===== src/hdl/pvt_pkg.sv =====
// ----------------------------------------------------------------------------
// pvt_pkg - shared types for the projective vertex transform
// Config register codes, the payload that travels down the divider chain.
// ----------------------------------------------------------------------------
package pvt_pkg;

  localparam int NUM_CELLS = 32;   // one quotient bit per cell
  localparam int NUM_REGS  = 8;

  typedef enum logic [2:0] {
    REG_ROW0_C01 = 3'd0,
    REG_ROW0_C23 = 3'd1,
    REG_ROW1_C01 = 3'd2,
    REG_ROW1_C23 = 3'd3,
    REG_ROW2_C01 = 3'd4,
    REG_ROW2_C23 = 3'd5,
    REG_ROW3_C01 = 3'd6,
    REG_ROW3_C23 = 3'd7
  } reg_idx_t;

  typedef logic [NUM_REGS-1:0][63:0] matrix_t;

  // identity in Q16.16, register 7 first
  localparam matrix_t MAT_IDENTITY = {
    64'h0001_0000_0000_0000,   // row 3, cols 2/3
    64'h0000_0000_0000_0000,   // row 3, cols 0/1
    64'h0000_0000_0001_0000,   // row 2, cols 2/3
    64'h0000_0000_0000_0000,   // row 2, cols 0/1
    64'h0000_0000_0000_0000,   // row 1, cols 2/3
    64'h0001_0000_0000_0000,   // row 1, cols 0/1
    64'h0000_0000_0000_0000,   // row 0, cols 2/3
    64'h0000_0000_0001_0000    // row 0, cols 0/1
  };

  // one vertex in flight through the divider chain
  typedef struct packed {
    logic [2:0][63:0] rem;    // partial remainders, x/y/z
    logic [2:0][31:0] nbits;  // numerator bits still to shift in
    logic [2:0][31:0] quo;    // quotient bits so far
    logic [63:0]      dmag;   // |w|
    logic [2:0]       neg;    // quotient sign
    logic [2:0]       ovf;    // quotient known to exceed 32 bits
    logic             wz;     // w was zero
    logic             last;
  } div_t;

endpackage


===== src/hdl/pvt_div_cell.sv =====
// ----------------------------------------------------------------------------
// pvt_div_cell - one restoring division step for three lanes
// Shifts one numerator bit in, subtracts |w| where it fits, passes on.
// ----------------------------------------------------------------------------
module pvt_div_cell (
  input  logic           clk,
  input  logic           rst_n,
  input  logic           en,
  input  logic           in_valid,
  input  pvt_pkg::div_t  din,
  output logic           out_valid,
  output pvt_pkg::div_t  dout
);
  import pvt_pkg::*;

  logic  valid_r;
  div_t  d_r;
  div_t  d_nxt;
  logic [64:0] trial;

  always_comb begin
    d_nxt = din;
    trial = '0;
    for (int l = 0; l < 3; l++) begin
      trial = {din.rem[l], din.nbits[l][31]};
      d_nxt.nbits[l] = {din.nbits[l][30:0], 1'b0};
      if (trial >= {1'b0, din.dmag}) begin
        d_nxt.rem[l] = 64'(trial - {1'b0, din.dmag});
        d_nxt.quo[l] = {din.quo[l][30:0], 1'b1};
      end else begin
        d_nxt.rem[l] = trial[63:0];
        d_nxt.quo[l] = {din.quo[l][30:0], 1'b0};
      end
    end
  end

  always_ff @(posedge clk) begin
    if (!rst_n) begin
      valid_r <= 1'b0;
    end else if (en) begin
      valid_r <= in_valid;
    end
  end

  always_ff @(posedge clk) begin
    if (en) d_r <= d_nxt;
  end

  assign out_valid = valid_r;
  assign dout      = d_r;

endmodule


===== config.mk =====
export PLATFORM = sky130hd
export DESIGN_NAME = pvt_div_cell
export DESIGN_NICKNAME = d
export VERILOG_FILES = /design/src/hdl/pvt_pkg.sv /design/src/hdl/pvt_div_cell.sv
export SDC_FILE = /design/constraint.sdc
export NUM_CORES = 1
export LEC_CHECK = 0
export ABC_AREA = 0
export BUFFER_PORTS_ARGS = -buffer_cell sky130_fd_sc_hd__buf_4
export CAP_MARGIN = 20
export CORE_AREA = 3 3 360 362
export CTS_BUF_LIST = sky130_fd_sc_hd__clkbuf_8
export DETAILED_ROUTE_END_ITERATION = 10
export DIE_AREA = 0 0 363 365
export PLACE_DENSITY = 0.39
export SYNTH_ARGS = -nofsm -noshare
export SYNTH_HDL_FRONTEND = slang
export SYNTH_SLANG_ARGS = --single-unit

===== constraint.sdc =====
create_clock -name clk -period 7.82 [get_ports clk]
set_input_delay 0.391 -clock clk [delete_from_list [all_inputs] [get_ports clk]]
set_output_delay 0.391 -clock clk [all_outputs]
set_load 0.05 [all_outputs]

==> run_results.csv <==
group,metric,value,unit
yosys,ys_ff_latch,454,
detailed_routing,route.detailed.drc,0,
clock_tree,cts_tree,"done",
power,p_per_area,215,mW/mm2
yosys,ys_warn_count,0,
yosys,yosys.area.top_type,"edfxtp_1",
timing,slew_viol_final,0,
yosys,synthCells,2654,
die,die_h,365,um
yosys,synth_compound_area_frac,0.199,
detailed_routing,first_pass_iters,5,
timing,rsz0062_at_grt,"no",
yosys,synth_common_cells,"453 x edfxtp_1, 343 x a21oi_1, 261 x nor2_1",
power,total_power,9.12,mW
yosys,synth_edf_count,453,
setup_path,path_max_fanout,51,
power,max-vdd-ir-drop,0.116,mV
die,die_x,363,um
global_route,grt_pass1_vias,26815,
placement,place_hpwl,119000,um
yosys,synthXorXnorAreaFrac,0.0531,
layout,nNetsFinal,4670,
setup_path,reg2reg_slack,6.67,ns
detailed_routing,drt-total-wl,146000,um
setup_path,worst_r2r_startpoint,"out_valid",
setup_path,crit_chain,"dlygate4sd3_1 -> buf_4 -> inv_1 -> ha_1 -> nor2b_1 -> o2111ai_1 -> nand2_1 -> a211oi_2 -> a211oi_1 -> a211oi_1 -> a211oi_2 -> o21ai_2 -> clkinv_2 -> buf_12 -> o221a_2",
clock_tree,cts_buffer_depth,3,
setup_path,endpoint_kind,"flip-flop",
global_route,grt_usage,0.211,
timing,setup_viol,0,
hold_path,min_to,"dout[295]",
timing,slew_headroom,0.242,
global_route,grt_pass1_wl,200000,um
setup_path,critical-path-max-stage-delay,0.73,ns
setup_path,required,8.32,ns
yosys,ys_seq_area_frac,0.495,
detailed_routing,initialDrtViolationCount,1790,
hold_path,hold_class,"in -> reg",
placement,gp_congestion,0.882,
clock_tree,cts-root-buf,"clkbuf_8",
clock_tree,htree_levels,3,
global_route,grt_max_degree,141,
layout,area_growth,54.1,%
timing,max_freq,190,MHz
yosys,synth_cell_types,80,
yosys,synth-adder-area-share,0.0894,
timing,hold_violations,0,
yosys,postSynth.asyncResetShare,0,
timing,max_slew.worst_pin.slew,1.11,ns
die,dieArea,0.132,mm2
yosys,yosys.cell_count.top_type,"edfxtp_1",
detailed_routing,wire_per_inst,25.3,um
placement,dpl_cell_area,0.0361,mm2
detailed_routing,vias_per_cell,4.58,
timing,min_period_over_period,0.674,
yosys,syn_area,0.0275,mm2
global_route,antenna_found_initial,18,
global_route,overflow,0,
setup_path,cp_slowest_cell,"clkinv_2",
yosys,synth_top_family_by_area,"compound AO/OA/AOI/OAI gates",
die,ios,917,
clock_tree,clk_pin_slew_worst_paths,0.06,ns
clock_tree,numCtsBuffers,94,
setup_path,crit_path_start_kind,"input pin",
timing,min_period,5.27,ns
setup_path,timing.rr.end,"out_valid",
job,drv_cap,0,
yosys,yosys.area_share.simple,0.115,
timing,finalClockSkew,0,ns
yosys,synth-main-ff-cell,"edfxtp_1",
power,p_leak,18.2,nW
setup_path,worst-endpoint-arrival,5.77,ns
die,initial_utilization,0.217,
detailed_routing,antenna_left,0,
status,run_status,"completed",
hold_path,worst_hold_path.num_cells,3,
clock_tree,cts.repair.resized,0,
placement,portBuffers,910,
timing,finalSetupTns,0,ns
setup_path,critPathKind,"in -> reg",
yosys,synth.area.top_cells,"edfxtp_1 49%, ha_1 8.7%, a21oi_1 6.2%",
hold_path,worst_hold_startpoint,"din[294]",
yosys,netlist.area_leader.share,0.494,
yosys,synth_mux_area_frac,0.00849,
die,core_area,0.127,mm2
layout,drive_gt1_frac,0.275,
layout,design_area,0.0425,mm2
clock_tree,clk_latency,0.76,ns
clock_tree,cts_sinks,454,
setup_path,reg2reg_depth,3,
die,rows,131,
detailed_routing,via_count,26369,
yosys,avgSynthCellArea,10.4,um2
==> flip-flops by register name (all words and copies together), names as in the netlist <==
| name | cells |
|---|---|
| dout | 453 |
| out_valid | 1 |
==> area by class of cell <==
type | instances | area [um2]
sequential | 454 | 13600
timing repair buffer | 1375 | 11500
antenna | 14 | 35.0
tap | 1662 | 2080
fill | 13270 | 84600
multi-input combinational | 1945 | 12800
clock buffer | 94 | 1290
inverter | 145 | 551
clock inverter | 74 | 523
==> worst max-delay path by stage <==
stage	from	end	slack (ns)	depth (start not counted)
2_1_floorplan	din[66]	dout[367]	4.47	15
3_3_place_gp	din[9]	dout[439]	2.12	14
3_5_place_dp	din[9]	dout[439]	2.10	14
4_1_cts	din[9]	dout[439]	2.35	15
5_1_grt	din[9]	dout[439]	2.15	15
6_report	din[9]	dout[439]	2.55	15
==> cell usage in the layout, fill, tap and decap left out, drive strengths merged, types with 58 or more instances in the layout <==
cell	n
a21o	109
xor2	69
buf	929
nand4	58
dlygate4sd3	446
ha	192
a21oi	372
nand2	170
inv	177
xnor2	98
o21ai	148
edfxtp	453
clkbuf	94
nor2	261
==> logic make-up (layout without fill, tap and decap cells) <==
group,Yosys count,count (layout)
AOI/OAI and AO/OA,873,873
xor gates and xnor gates,167,167
adders and majority gates,195,195
buffers and inverters,257,1688
DFF,454,454
muxes,21,21
other,1,17
and+or+nand+nor,686,686
==> critical path: cells and delay by family <==
kind / cells / cell delay (ns)
adder cells (fa/ha/maj): 1 / 0.36
AND/OR/NAND/NOR: 2 / 0.41
AO/OA/AOI/OAI: 7 / 2.45
buffers and inverters: 5 / 2.08
==> where the power goes <==
group | internal (mW) | switching [mW]
Sequential | 3.04 | 0.112
Clock | 1.30 | 1.24
Combinational | 1.15 | 2.27
==> what timing repair did <==
| action | 4_1_cts | 5_1_grt |
|---|---|---|
| endpoints found under the hold margin | 445 | 0 |
| setup buffers | 0 | 0 |
| hold buffers | 446 | 0 |
==> stage by stage <==
step	instances	hold slack (ns)	utilization	setup WS [ns]
after floorplan	2656	0.490	-	4.47
after global placement	5135	0.509	0.285	2.12
after detailed placement	5135	0.519	0.285	2.10
after global routing	5756	0.0772	0.334	2.15
final	5763	0.116	0.334	2.55
after CTS	5749	0.0139	0.334	2.35
==> routing by layer <==
| layer | vias to the layer above | share of wire | routed length [um] | track usage |
|---|---|---|---|---|
| li1 | 12679 | - | - | - |
| met1 | 12674 | 0.41 | 59300 | 0.250 |
| met2 | 847 | 0.51 | 74600 | 0.383 |
| met3 | 159 | 0.054 | 7850 | 0.0397 |
| met4 | 10 | 0.027 | 3890 | 0.0630 |
| met5 | - | 0.00047 | 69 | 0 |
Power figures use the tool's default switching activity.
